## config.mk

```make
export PLATFORM = sky130hd
export DESIGN_NAME = dds_fifo
export DESIGN_NICKNAME = d
export VERILOG_FILES = /design/src/hdl/dds_fifo.sv
export SDC_FILE = /design/constraint.sdc
export NUM_CORES = 1
export LEC_CHECK = 0
export BUFFER_PORTS_ARGS = -buffer_cell sky130_fd_sc_hd__buf_2
export CAP_MARGIN = 20
export CORE_ASPECT_RATIO = 0.9
export CORE_MARGIN = 2
export CORE_UTILIZATION = 40
export DETAILED_ROUTE_END_ITERATION = 6
export GPL_ROUTABILITY_DRIVEN = 0
export PLACE_DENSITY = 0.63
export SYNTH_ARGS = -nofsm -noshare
export SYNTH_HDL_FRONTEND = slang
export SYNTH_SLANG_ARGS = --single-unit
```

## constraint.sdc

```tcl
create_clock -name clk -period 1.9 [get_ports clk]
set_input_delay 0.095 -clock clk [delete_from_list [all_inputs] [get_ports clk]]
set_output_delay 0.095 -clock clk [all_outputs]
set_load 0.01 [all_outputs]
```

## src/hdl/dds_fifo.sv

```systemverilog
// ----------------------------------------------------------------------------
// dds_fifo
// Small register queue with push/full and pop/empty handshakes.
// ----------------------------------------------------------------------------
`timescale 1ns / 1ps
`default_nettype none

module dds_fifo #(
	parameter int WIDTH = 8,
	parameter int DEPTH = 2
) (
	input  wire logic             clk,
	input  wire logic             arst_n,
	input  wire logic             push,
	input  wire logic [WIDTH-1:0] wdata,
	output logic                  full,
	input  wire logic             pop,
	output logic      [WIDTH-1:0] rdata,
	output logic                  empty
);

	localparam int PW   = (DEPTH > 1) ? $clog2(DEPTH) : 1;
	localparam int CNTW = $clog2(DEPTH + 1);

	logic [WIDTH-1:0] mem_q [DEPTH];
	logic [PW-1:0]    wr_ptr_q;
	logic [PW-1:0]    rd_ptr_q;
	logic [CNTW-1:0]  cnt_q;
	logic             do_wr;
	logic             do_rd;

	assign full  = (cnt_q == CNTW'(DEPTH));
	assign empty = (cnt_q == '0);
	assign do_wr = push && !full;
	assign do_rd = pop && !empty;
	assign rdata = mem_q[rd_ptr_q];

	always_ff @(posedge clk or negedge arst_n) begin
		if (!arst_n) begin
			wr_ptr_q <= '0;
			rd_ptr_q <= '0;
			cnt_q    <= '0;
		end else begin
			if (do_wr) begin
				wr_ptr_q <= (wr_ptr_q == PW'(DEPTH - 1)) ? '0 : wr_ptr_q + 1'b1;
			end
			if (do_rd) begin
				rd_ptr_q <= (rd_ptr_q == PW'(DEPTH - 1)) ? '0 : rd_ptr_q + 1'b1;
			end
			if (do_wr && !do_rd) begin
				cnt_q <= cnt_q + 1'b1;
			end else if (do_rd && !do_wr) begin
				cnt_q <= cnt_q - 1'b1;
			end
		end
	end

	always_ff @(posedge clk) begin
		if (do_wr) begin
			mem_q[wr_ptr_q] <= wdata;
		end
	end

endmodule

`default_nettype wire

```

# After elaboration in Yosys (flattened, before gate mapping)
# Memories as Yosys holds them, arrays and structs flattened.
# Cells that the tools add are included.
# word_totals
reg_bits,4
word_cells,25
ram_bits,16
n_memories,1
latchBits,0
romBits,0
input_bits,12
# memory_table
name,depth,word_bits,read_ports,rd_clocked_by_memory_dff,write_ports,line_no,text
mem_q,2,8,1,0,1,25,logic [WIDTH-1:0] mem_q [DEPTH];
# classes
muxes,6
n_lt_le_gt_ge,0
bitwise_logic,0
mul,0
n_addsub,4
div_mod_pow,0
n_shift,0
n_reduce_logical,10
n_eq_ne,1
# ops
operator,n
$logic_and A1 B1 Y1,4
$logic_not A1 Y1,4
$mux W1,4
$mux W2,2
$add A1 B1 Y1 const B,2
$add A2 B1 Y2 const B,1
$eq A2 B2 Y1 const B,1
$logic_not A2 Y1,1
$reduce_bool A2 Y1,1
$sub A2 B1 Y2 const B,1

# Depth between registers and ports, before layout
# logic_depth
depth_word,7
depth_mapped,7
mapped_depth_nobuf,7

# Worst setup path after synthesis
# OpenSTA, ideal clock, no wires.
# synth_timing
path_type,register to register
start,register cnt_q[0]
end,"memory mem_q[0][0], enable pin"
arrival_ns,1.022
synth_period_minus_slack_ns,1.392
stages_incl_launch_ff,4
setup_ns,0.370
path_buffers,0
slack_ns,0.508
cell_sequence,dfrtp_1 nand2b_1 nand2_2 nor2_1
# synth_between
elab_chain_len,5
# synth_lines
item,line_no,text
"start, declared",28,logic [CNTW-1:0] cnt_q;
"start signal, assigned",51,cnt_q <= cnt_q + 1'b1;
"start signal, assigned",53,cnt_q <= cnt_q - 1'b1;
$eq A2 B2 Y1,32,assign full = (cnt_q == CNTW'(DEPTH));
$logic_not A1 Y1,34,assign do_wr = push && !full;
$logic_and A1 B1 Y1,34,
$mux W1,59,if (do_wr) begin
$mux W1 (not written as such),60,mem_q[wr_ptr_q] <= wdata;
"end, declared",25,
# No other way between the ends.

# Worst setup path after layout
# layout_timing
start,register rd_ptr_q
end,output port rdata[2]
# layout_between
elab_chain_len,1
# layout_lines
item,line_no,text
"start, declared",27,logic [PW-1:0] rd_ptr_q;
"start signal, assigned",48,rd_ptr_q <= (rd_ptr_q == PW'(DEPTH - 1)) ? '0 : rd_ptr_q + 1'b1;
$mem_v2 Z2 W8,-,
"end, declared",18,"output logic [WIDTH-1:0] rdata,"
# No other way between the ends.

==> results.py <==
metrics = {
    "setup_path": {
        "crit_start": "rd_ptr_q$_DFFE_PN0P_",
        "critical_path.max_stage_delay_ns": 0.61,
        "path_cells": "mux2_2, buf_2",
        "reg2regPathDepth": 7,
        "crit_arrival_ns": 1.41,
        "critPathTopFamily": "flip-flops",
        "path_class": "reg2out",
        "cp-end-kind": "output pin",
        "cp.required_ns": 1.80,
        "crit_fanout": 9,
        "slowest_stage": "dfrtp_1",
        "reg2reg_from": "cnt_q[0]$_DFFE_PN0P_",
        "r2r_end": "cnt_q[1]$_DFFE_PN0P_",
        "startpoint_type": "flip-flop",
        "r2r_setup_slack_ns": 0.43,
        "crit_buf_inv": 1,
    },
    "timing": {
        "grt_setup_unrepaired": "false",
        "fin_crit_ns": 1.51,
        "maxSlewViolCount": 0,
        "fmax_mhz": 664,
        "tightest_slew_ns": 0.419,
        "finalHoldViolCount": 0,
        "period_share": 0.792,
        "tns_ns": 0,
        "fin_worst_skew_ns": 0.00154,
        "relSlewSlack": 0.721,
        "final-setup-viol-count": 0,
    },
    "cts": {
        "clk_pin_slew_worst_paths_ns": 0.10,
        "ctsResizeCount": 0,
        "cts_tree": "yes",
        "clk_latency_ns": 0.28,
        "cts_buffers": 3,
        "cts_max_path_buffers": 2,
        "cts.sinks": 20,
        "root_buffer": "clkbuf_4",
        "htreeDepth": 1,
    },
    "run_status": {
        "outcome": "finished, final reports clean",
    },
    "global_route": {
        "grt.total_usage": 0.124,
        "overflow": 0,
        "grt_pass1_wl_mm": 2.05,
        "antenna_found_initial": 0,
        "grt_pass1_vias": 461,
        "grt_max_degree": 12,
    },
    "routing": {
        "ant_nets": 0,
        "viasPerCell": 4.39,
        "drc": 0,
        "vias": 452,
        "firstDrtPassIters": 4,
        "wl_mm": 1.22,
        "wire_per_inst_um": 11.8,
        "drtIter0Drc": 5,
    },
    "placed_design": {
        "dpl_cell_area_um2": 921,
        "port_buffers": 21,
        "post-dp-hpwl_um": 867,
        "placed_cells": 90,
    },
    "pwr": {
        "peakVddDrop_mv": 0.688,
        "power_leakage_nw": 0.432,
        "power.density_nw_per_um2": 1320,
    },
    "synth": {
        "yosysTopAreaCell": "edfxtp_1",
        "seq_area_frac_synth": 0.742,
        "synth.most_common_cell": "edfxtp_1",
        "syn_area_per_cell_um2": 17.8,
        "synth.distinct_cells": 15,
        "async_flop_share": 0.200,
        "ys_seq_elements": 20,
        "ys_warn_count": 0,
        "synth-edff-count": 16,
        "syn_area_um2": 782,
        "syn_nets": 57,
        "syn_inst": 44,
        "ys_top_cells_by_count": "edfxtp_1, mux2_1, dfrtp_1",
        "synth_top_area_frac": 0.614,
        "synth.top_cells.by_area": "edfxtp_1, dfrtp_1, mux2_1",
        "ys.flop_type": "edfxtp_1",
    },
    "hold_path": {
        "hp-class": "in2reg",
        "hold_end": "wr_ptr_q$_DFFE_PN0N_",
        "holdCritStartpoint": "push",
        "holdPathStages": 3,
    },
    "finish": {
        "drive_above_1_share": 0.372,
        "antenna_cells": 0,
        "nNetsFinal": 92,
        "multiInputGateArea_um2": 189,
        "final_cells": 103,
        "fillerInstances": 168,
        "regArea_um2": 581,
        "final_cell_area_um2": 1040,
        "syn_to_final_growth_pct": 32.6,
    },
    "die": {
        "die_h_um": 45.9,
        "core_um2": 1880,
        "die-area_um2": 2330,
        "fp-row-count": 15,
        "start_util": 0.417,
        "die_w_um": 50.6,
        "ioPinCount": 22,
    },
    "run": {
        "drv_cap": 0,
    },
}
## tightest hold or removal path: stages
cell     delay (ns)
buf_2          0.11
nand2_2        0.09
xnor2_2        0.06
## cells by family after synthesis
kind of cell | after synthesis | share of synthesized area
AO/OA/AOI/OAI | 1 | 0.00639
flip-flops | 20 | 0.742
AND/OR/NAND/NOR | 6 | 0.0384
adder cells (fa/ha/maj) | 1 | 0.0160
buffers and inverters | 3 | 0.0160
multiplexers | 8 | 0.115
XOR/XNOR | 5 | 0.0656
## per-layer routing
layer	wire, µm	part of all wire	vias to the layer above	global-route usage
met4	0	0	0	0.0324
li1	-	-	226	-
met3	55	0.045	0	0.0329
met2	609	0.50	14	0.221
met1	551	0.45	212	0.151
met5	0	0	-	0
## placed cells by master (no fill, tap or decap), types with 2 or more instances in the layout
master and count:
nor2_1 3, mux2_1 6, clkbuf_4 3, dlygate4sd3_1 9, dfrtp_1 4, xnor2_1 2, inv_1 2, mux2_2 2
xor2_1 2, edfxtp_1 16, buf_2 21
## through the flow
| stage | power (mW) | setup slack [ns] | hold WS, ns | util |
|---|---|---|---|---|
| detailed placement | 1.18 | 0.449 | -0.0876 | 0.491 |
| CTS | 1.38 | 0.366 | 0.000446 | 0.542 |
| global placement | 1.17 | 0.474 | -0.0886 | 0.491 |
| finish | 1.36 | 0.394 | 0.0983 | 0.553 |
| global route | 1.47 | 0.303 | 0.0950 | 0.553 |
| floorplan | 1.01 | 0.508 | -0.201 | - |
## power breakdown
part           switching [mW]  leakage, nW  internal [mW]  total, mW
logic                   0.219        0.222          0.245      0.464
registers               0.100        0.195          0.612      0.712
clock network           0.112       0.0154         0.0761      0.188
total                   0.431        0.432          0.934       1.36
## state kept, by name, indices dropped and copies added, names as in the netlist
name,cells
mem_q,16
wr_ptr_q,1
cnt_q,2
rd_ptr_q,1
## worst max path at each step
stage	to	cells past startpoint
finish	rdata[2]	2
CTS	rdata[2]	2
global route	cnt_q[1]$_DFFE_PN0P_	7
floorplan	mem_q[0][0]$_DFFE_PP_	3
detailed placement	cnt_q[1]$_DFFE_PN0P_	6
global placement	cnt_q[1]$_DFFE_PN0P_	7
## what timing repair did
action / in CTS / in global routing
hold buffers: 7 / 2
buffers inserted: 0 / 0
hold endpoints to repair: 15 / 4
## area by class of cell
cell class,instances,area share
Multi-Input combinational cell,21,0.182
Inverter,2,0.00724
Sequential cell,20,0.560
Clock inverter,1,0.00362
Clock buffer,3,0.0217
Timing Repair Buffer,31,0.195
Tap cell,25,0.0302
No activity file was read; power rests on OpenSTA's default activity.
