===== src/hdl/dds_pkg.sv =====
// ----------------------------------------------------------------------------
// dds_pkg
// Shared constants, types and the divide-by-ten helper of the decimal digit
// scalar multiplier.
// ----------------------------------------------------------------------------
`timescale 1ns / 1ps
`default_nettype none

package dds_pkg;

	localparam int MULT_WIDTH_DEF = 24;  // default width of the used scalar
	localparam int CFG_WIDTH      = 24;  // width of the scalar register
	localparam int DIGIT_W        = 4;
	localparam int COUNT_W        = 4;
	localparam int MID_DEPTH      = 4;   // queue between front and back
	localparam int OUT_DEPTH      = 2;   // result queue
	localparam int DIV_W          = 32;

	localparam logic [DIGIT_W-1:0] DIGIT_MAX = 4'd9;

	// x / 10 == (x * ceil(2^35 / 10)) >> 35, exact for every 32-bit x
	localparam logic [DIV_W-1:0] DIV10_RECIP = 32'hCCCC_CCCD;
	localparam int               DIV10_SHIFT = 35;

	typedef enum logic {
		ST_RUN,
		ST_FLUSH
	} back_state_t;

	typedef struct packed {
		logic [DIGIT_W-1:0] digit;
		logic               fin;
		logic [COUNT_W-1:0] added;
	} res_t;

	function automatic logic [DIV_W-1:0] div10(input logic [DIV_W-1:0] x);
		logic [2*DIV_W-1:0] prod;
		prod = x * DIV10_RECIP;
		div10 = {{DIV10_SHIFT - DIV_W{1'b0}}, prod[2*DIV_W-1:DIV10_SHIFT]};
	endfunction

endpackage

`default_nettype wire


===== src/hdl/dds_front.sv =====
// ----------------------------------------------------------------------------
// dds_front
// Input stage: clamp the digit, form digit times scalar, hand it to the queue.
// ----------------------------------------------------------------------------
`timescale 1ns / 1ps
`default_nettype none

module dds_front #(
	parameter  int MULT_WIDTH = dds_pkg::MULT_WIDTH_DEF,
	localparam int EW = (MULT_WIDTH < dds_pkg::CFG_WIDTH) ? MULT_WIDTH : dds_pkg::CFG_WIDTH,
	localparam int SW = EW + dds_pkg::DIGIT_W
) (
	input  wire logic                               clk,
	input  wire logic                               arst_n,
	input  wire logic                               push,
	output logic                                    full,
	input  wire logic [dds_pkg::DIGIT_W-1:0]        digit_in,
	input  wire logic                               last_digit,
	input  wire logic [EW-1:0]                      mult,
	output logic                                    mid_push,
	input  wire logic                               mid_full,
	output logic      [SW:0]                        mid_data
);

	logic                        valid_s1;
	logic [SW-1:0]               prod_s1;
	logic                        last_s1;
	logic [dds_pkg::DIGIT_W-1:0] digit_sat;
	logic                        take;

	// digits above nine count as nine
	assign digit_sat = (digit_in > dds_pkg::DIGIT_MAX) ? dds_pkg::DIGIT_MAX : digit_in;

	assign full     = valid_s1 && mid_full;
	assign take     = push && !full;
	assign mid_push = valid_s1;
	assign mid_data = {last_s1, prod_s1};

	always_ff @(posedge clk or negedge arst_n) begin
		if (!arst_n) begin
			valid_s1 <= 1'b0;
		end else begin
			valid_s1 <= take || (valid_s1 && mid_full);
		end
	end

	always_ff @(posedge clk) begin
		if (take) begin
			prod_s1 <= SW'(mult) * SW'(digit_sat);
			last_s1 <= last_digit;
		end
	end

endmodule

`default_nettype wire


===== config.mk =====
export PLATFORM = sky130hd
export DESIGN_NAME = dds_front
export DESIGN_NICKNAME = d
export VERILOG_FILES = /design/src/hdl/dds_pkg.sv /design/src/hdl/dds_front.sv
export SDC_FILE = /design/constraint.sdc
export NUM_CORES = 1
export LEC_CHECK = 0
export CAP_MARGIN = 20
export CORE_ASPECT_RATIO = 0.7
export CORE_MARGIN = 2
export CORE_UTILIZATION = 35
export DETAILED_ROUTE_END_ITERATION = 10
export DONT_BUFFER_PORTS = 1
export PLACE_DENSITY = 0.49
export SLEW_MARGIN = 20
export SYNTH_ARGS = -nofsm -noshare
export SYNTH_HDL_FRONTEND = slang
export SYNTH_SLANG_ARGS = --single-unit

===== constraint.sdc =====
create_clock -name clk -period 3.91 [get_ports clk]
set_input_delay 0.782 -clock clk [delete_from_list [all_inputs] [get_ports clk]]
set_output_delay 0.782 -clock clk [all_outputs]
set_load 0.01 [all_outputs]

Word level (Yosys, flattened, before mapping)
Index checks and enable logic that the tools add are counted.

cells by class
  multiply operators = 1
  order comparisons = 1
  muxes and demuxes = 1
  reduce and logical (&&, ||, !) cells = 4

operator list
  operator                                               count
  24-bit by 4-bit multiplier with 28-bit output          1
  4-bit greater-than comparator (second input constant)  1
  4-bit 2-to-1 mux                                       1
  1-bit logical AND                                      2
  1-bit logical NOT                                      1
  1-bit logical OR                                       1

storage, ports and cells
  register bits = 30
  input port bits = 33
  output and inout bits = 31
  logic and storage cells = 10

Logic depth before layout (Yosys ltp)
  word-level depth = 4
  gate-level depth with buffers = 15
  gate-level depth less buffers = 13

Least setup slack after synthesis
OpenSTA, ideal clock, no wires.

  path kind = input port to flip-flop
  start = input port digit_in[2] (netlist name)
  end = register prod_s1[11], data pin
  data arrival time = 3.888 ns
  slack = -0.243 ns
  stages = 13
  path through = nor2b_1 clkbuf_1 nand2_1 fa_1 fa_1 inv_1 ha_1 a211oi_1 o21ai_4 a21o_1 a21oi_1 o21ai_0 xor2_1

on the way
  cells in the longest elaborated chain, start to end = 3

RTL lines
  element                                            line             source
  from (decl)                                        dds_front.sv:17  input wire logic [dds_pkg::DIGIT_W-1:0] digit_in,
  4-bit greater-than comparator                      dds_front.sv:32  assign digit_sat = (digit_in > dds_pkg::DIGIT_MAX) ? dds_pkg::DIGIT_MAX : digit_in;
  4-bit 2-to-1 mux (*)                               dds_front.sv:32
  24-bit by 4-bit multiplier with 28-bit output (*)  dds_front.sv:49  prod_s1 <= SW'(mult) * SW'(digit_sat);
  to (signal assigned)                               dds_front.sv:49
  to (decl)                                          dds_front.sv:26  logic [SW-1:0] prod_s1;

Every way passes the cells marked *; elsewhere a longest branch is shown, timed or not.
A chain may end at the register's enable or synchronous reset.

Worst setup path in the final report
Ends and elaborated chain as after synthesis.

==> results.md <==
Run status:
- The run finished with clean final reports.

STA:
- The setup slack after layout is 0.1095 ns.
- The final critical path takes up 97.20% of the cycle.
- The achievable frequency is 263.1 MHz.
- At the pin with the least slew margin, the transition time is ~0.44 ns.
- For the finished layout, the period the worst path requires is 3.800 ns.
- The total count of hold-check failures in the final report is 0.
- Setup repair after global routing could not meet its margin everywhere.
- Between clock sinks in the finished design, the worst skew comes to 0.003390 ns.
- The accumulated negative setup slack is 0 ns.
- In this run the tightest slew margin relative to its limit is 69.88%.
- The max-slew violation count came to 0.
- Setup violations remaining at the end of the flow were counted as 0.

Yosys:
- The leading cell type by number of instances after synthesis is sky130_fd_sc_hd__inv_1.
- After synthesis, the netlist uses 52 different library cells.
- The prevailing post-synth register cell is sky130_fd_sc_hd__edfxtp_1.
- The number of synthesis warnings is 0.
- When the netlist entered floorplanning its net count stood at 592.
- The synthesis-stage register bit count is 30.
- Dividing the synthesized area by the synthesized cell count gives 8.712 µm².
- After synthesis, the cell types taking the most area are sky130_fd_sc_hd__fa_1, sky130_fd_sc_hd__edfxtp_1, sky130_fd_sc_hd__and2_1.
- Of the post-synthesis cell area, the dominant cell type holds 20.93%.
- Summing every instance area after synthesis gives 4208 µm².
- Sorting the synthesized cells by how often they occur yields sky130_fd_sc_hd__inv_1, sky130_fd_sc_hd__and2_1, sky130_fd_sc_hd__nand2_1.
- In this run, synthesis inferred 29 flip-flops with an integrated enable.
- The synthesized design spends more area on one cell type than any other, namely sky130_fd_sc_hd__fa_1.
- After synthesis, the share of flip-flops with an asynchronous set or reset is 3.333%.
- Summing the sequential cell areas from Yosys gives 21.29% of the chip area.
- After technology mapping, the gate count stands at 483.

Route:
- The number of routed nets with antenna violations is 0.
- The count of vias placed by the detailed router is 3,304.
- The first detailed-routing pass ran for 4 iterations.
- The average detailed-routed wire length per instance is ~14 µm.
- For this block, the initial DRC count from the detailed router was 90.
- The final layout contains routed wiring with a total length of approximately 10 mm.
- In the routed layout, each cell is associated on average with a via count of 4.707.
- For this run, design rule violations remaining after detail routing come to 0.

Global route:
- The overall overflow remaining after global route is 0.
- The global-route total usage across every layer is roughly 16%.
- The via count of the first global-routing pass is about 3,200.
- The wire length of the first global-routing pass is around 16 mm.
- The maximum number of pins on one net before global-route repair is 30.
- The initial antenna violation count is 0.

Cells and area:
- After routing the design area is 5234 µm².
- In the final layout, the share of cells above drive strength 1 is 22.94%.
- In the final layout, the multi-input gates occupy 3138 µm².
- Excluding fillers, the count of instances in the completed layout stands at 702.
- The count of fill cells added during filler insertion is 1,185.
- The layout-stage area growth over the synthesis result is 24.38%.
- The area occupied by registers is roughly 900 µm².
- 0 antenna diodes ended up in the layout.
- The net count of the finished layout is 653.

Power:
- Summed over all cells, the static leakage comes to roughly 2.5 nW.
- The maximum vdd ir drop is 0.0002440 V.
- The total power per unit cell area is 356.1 nW/µm².

Placed design:
- The detailed placement HPWL is 8.401 mm.
- At the end of routability-driven placement, the weighted congestion stood at 0.8375.
- Before CTS, the worst setup slack after placement is -0.3413 ns.
- The instance area at placement is 5017 µm².
- The count of input and output buffers is 0.
- The number of placed instances with taps included is 690.

Clock network:
- TritonCTS built the clock tree.
- The longest clock path from root to sink contains 2 buffers.
- In this run, CTS created clock tree buffers numbering 5.
- In this run the number of H-tree levels came out at 2.
- The number of clock sinks is 30.
- The clock tree root driver cell is sky130_fd_sc_hd__clkbuf_16.
- The clock-pin slew of the registers on the worst-case setup and hold paths is roughly 0.050 ns.
- The later pin in the worst-skew pair is clocked with a latency of 0.27 ns.
- The cts-stage hold buffer count is 0.

Setup path:
- On the worst path, the slowest cell contributes a delay of 0.53 ns.
- Traced cell by cell, the critical path runs through nor2b_2 -> and2_1 -> fa_1 -> inv_1 -> fa_1 -> inv_1 -> ha_1 -> o21ai_0 -> inv_1 -> buf_4 -> a21o_1 -> a21oi_1 -> o21ai_0 -> xor2_1.
- Among all stages on the critical path, the largest delay is contributed by sky130_fd_sc_hd__fa_1.
- The type of element launching the critical path is a primary input.
- The critical path is of the in2reg type.
- For the worst setup path, the data arrival time is 3.85 ns.
- The cell seen most often among critical-path stages is sky130_fd_sc_hd__inv_1.
- STA classifies the critical path endpoint as a flip-flop.
- Of all nets on the critical path, the largest fanout is 8.
- The data required time of the critical path is roughly 4.0 ns.

Floorplan:
- For this design the top-level I/O count stands at 64.
- In this run the standard cell core region covers 11,730 µm².
- The floorplan step set the die width to roughly 140 µm.
- Row generation in the floorplan step produced 33 rows.
- The die footprint is 12,930 µm².
- The starting density of the core is a little over a third.
- The height of the die is 95.74 µm.

Hold path:
- The min-delay analysis places its worst path in the category in2async.

Flow run:
- The number of max-capacitance violations reported is 0.
[sequential cells by signal (all words and copies together) (netlist names)]
register	count
mid_push	1
prod_s1	28
last_s1	1
[worst max-delay path: cells and delay by family]
kind | cells | cell delay [ns]
fa+ha+maj | 3 | 1.36
compound gates | 4 | 0.70
simple gates | 2 | 0.38
xor+xnor | 1 | 0.33
buf+inv | 4 | 0.29
[where the power goes]
part	leakage, nW	total, mW	internal (mW)	switching [mW]
Sequential	0.288	0.494	0.447	0.0470
Clock	0.0712	0.363	0.252	0.111
Combinational	2.14	1.01	0.483	0.524
Total	2.50	1.86	1.18	0.682
[per-stage QoR]
stage | hold WS, ns | utilization [%] | power (mW)
5_1_grt | 0.1993 | 44.63 | 2.022
4_1_cts | 0.2056 | 44.11 | 1.863
6_report | 0.2129 | 44.63 | 1.864
2_1_floorplan | 0.4864 | - | 1.154
3_3_place_gp | 0.4864 | 42.79 | 1.478
3_5_place_dp | 0.4864 | 42.79 | 1.487
[path summary, 6_finish.rpt]
path / startpoint / endpoint / slack, ns / cells after the start
worst max-delay path: digit_in[2] / prod_s1[11] / 0.11 / 14
worst max register to register: mid_push / prod_s1[2] / 2.46 / 3
max in group asynchronous: arst_n / mid_push / 3.63 / 0
min in group clk: last_digit / last_s1 / 0.61 / 0
worst min register to register: mid_push / mid_push / 0.80 / 2
worst min-delay path: arst_n / mid_push / 0.21 / 0
[area by class of cell]
type	count	area share [%]
multi-input combinational	348	59.96
sequential	30	17.12
timing repair buffer	66	9.706
inverter	93	6.670
tap	157	3.753
clock buffer	8	2.797
[repair_timing]
| action | 4_1_cts | 5_1_grt |
|---|---|---|
| setup buffers | 0 | 1 |
| pin swaps | 0 | 4 |
| setup endpoints to repair | 6 | 14 |
| resized for setup | 0 | 10 |
| cloned | 1 | 2 |
[layout by cell type, fill, tap and decap left out, drive strengths merged, types with 8 or more instances in the layout]
cell,instances
inv,93
fa,44
nor2b,9
a21o,9
o21ai,14
a21oi,21
nand3,8
buf,66
xor2,9
nand2,47
edfxtp,29
clkbuf,8
nor2,18
and2,69
ha,32
[routing by layer]
layer / vias to the layer above / routed length (µm) / track usage (%)
met5: - / 0 / 0
met4: 0 / 72 / 3.385
met3: 6 / 497 / 2.422
met2: 69 / 3656 / 21.28
met1: 1549 / 5809 / 25.99
li1: 1680 / - / -
[kinds of logic after synthesis]
| family | after synthesis | share of synthesized area (%) |
|---|---|---|
| buffers and inverters | 108 | 9.931 |
| DFF | 30 | 21.29 |
| xor gates and xnor gates | 16 | 3.330 |
| adders and majority gates | 76 | 30.45 |
| AOI/OAI and AO/OA | 77 | 12.37 |
| and+or+nand+nor | 176 | 22.63 |
No activity file was read; power rests on OpenSTA's default activity.
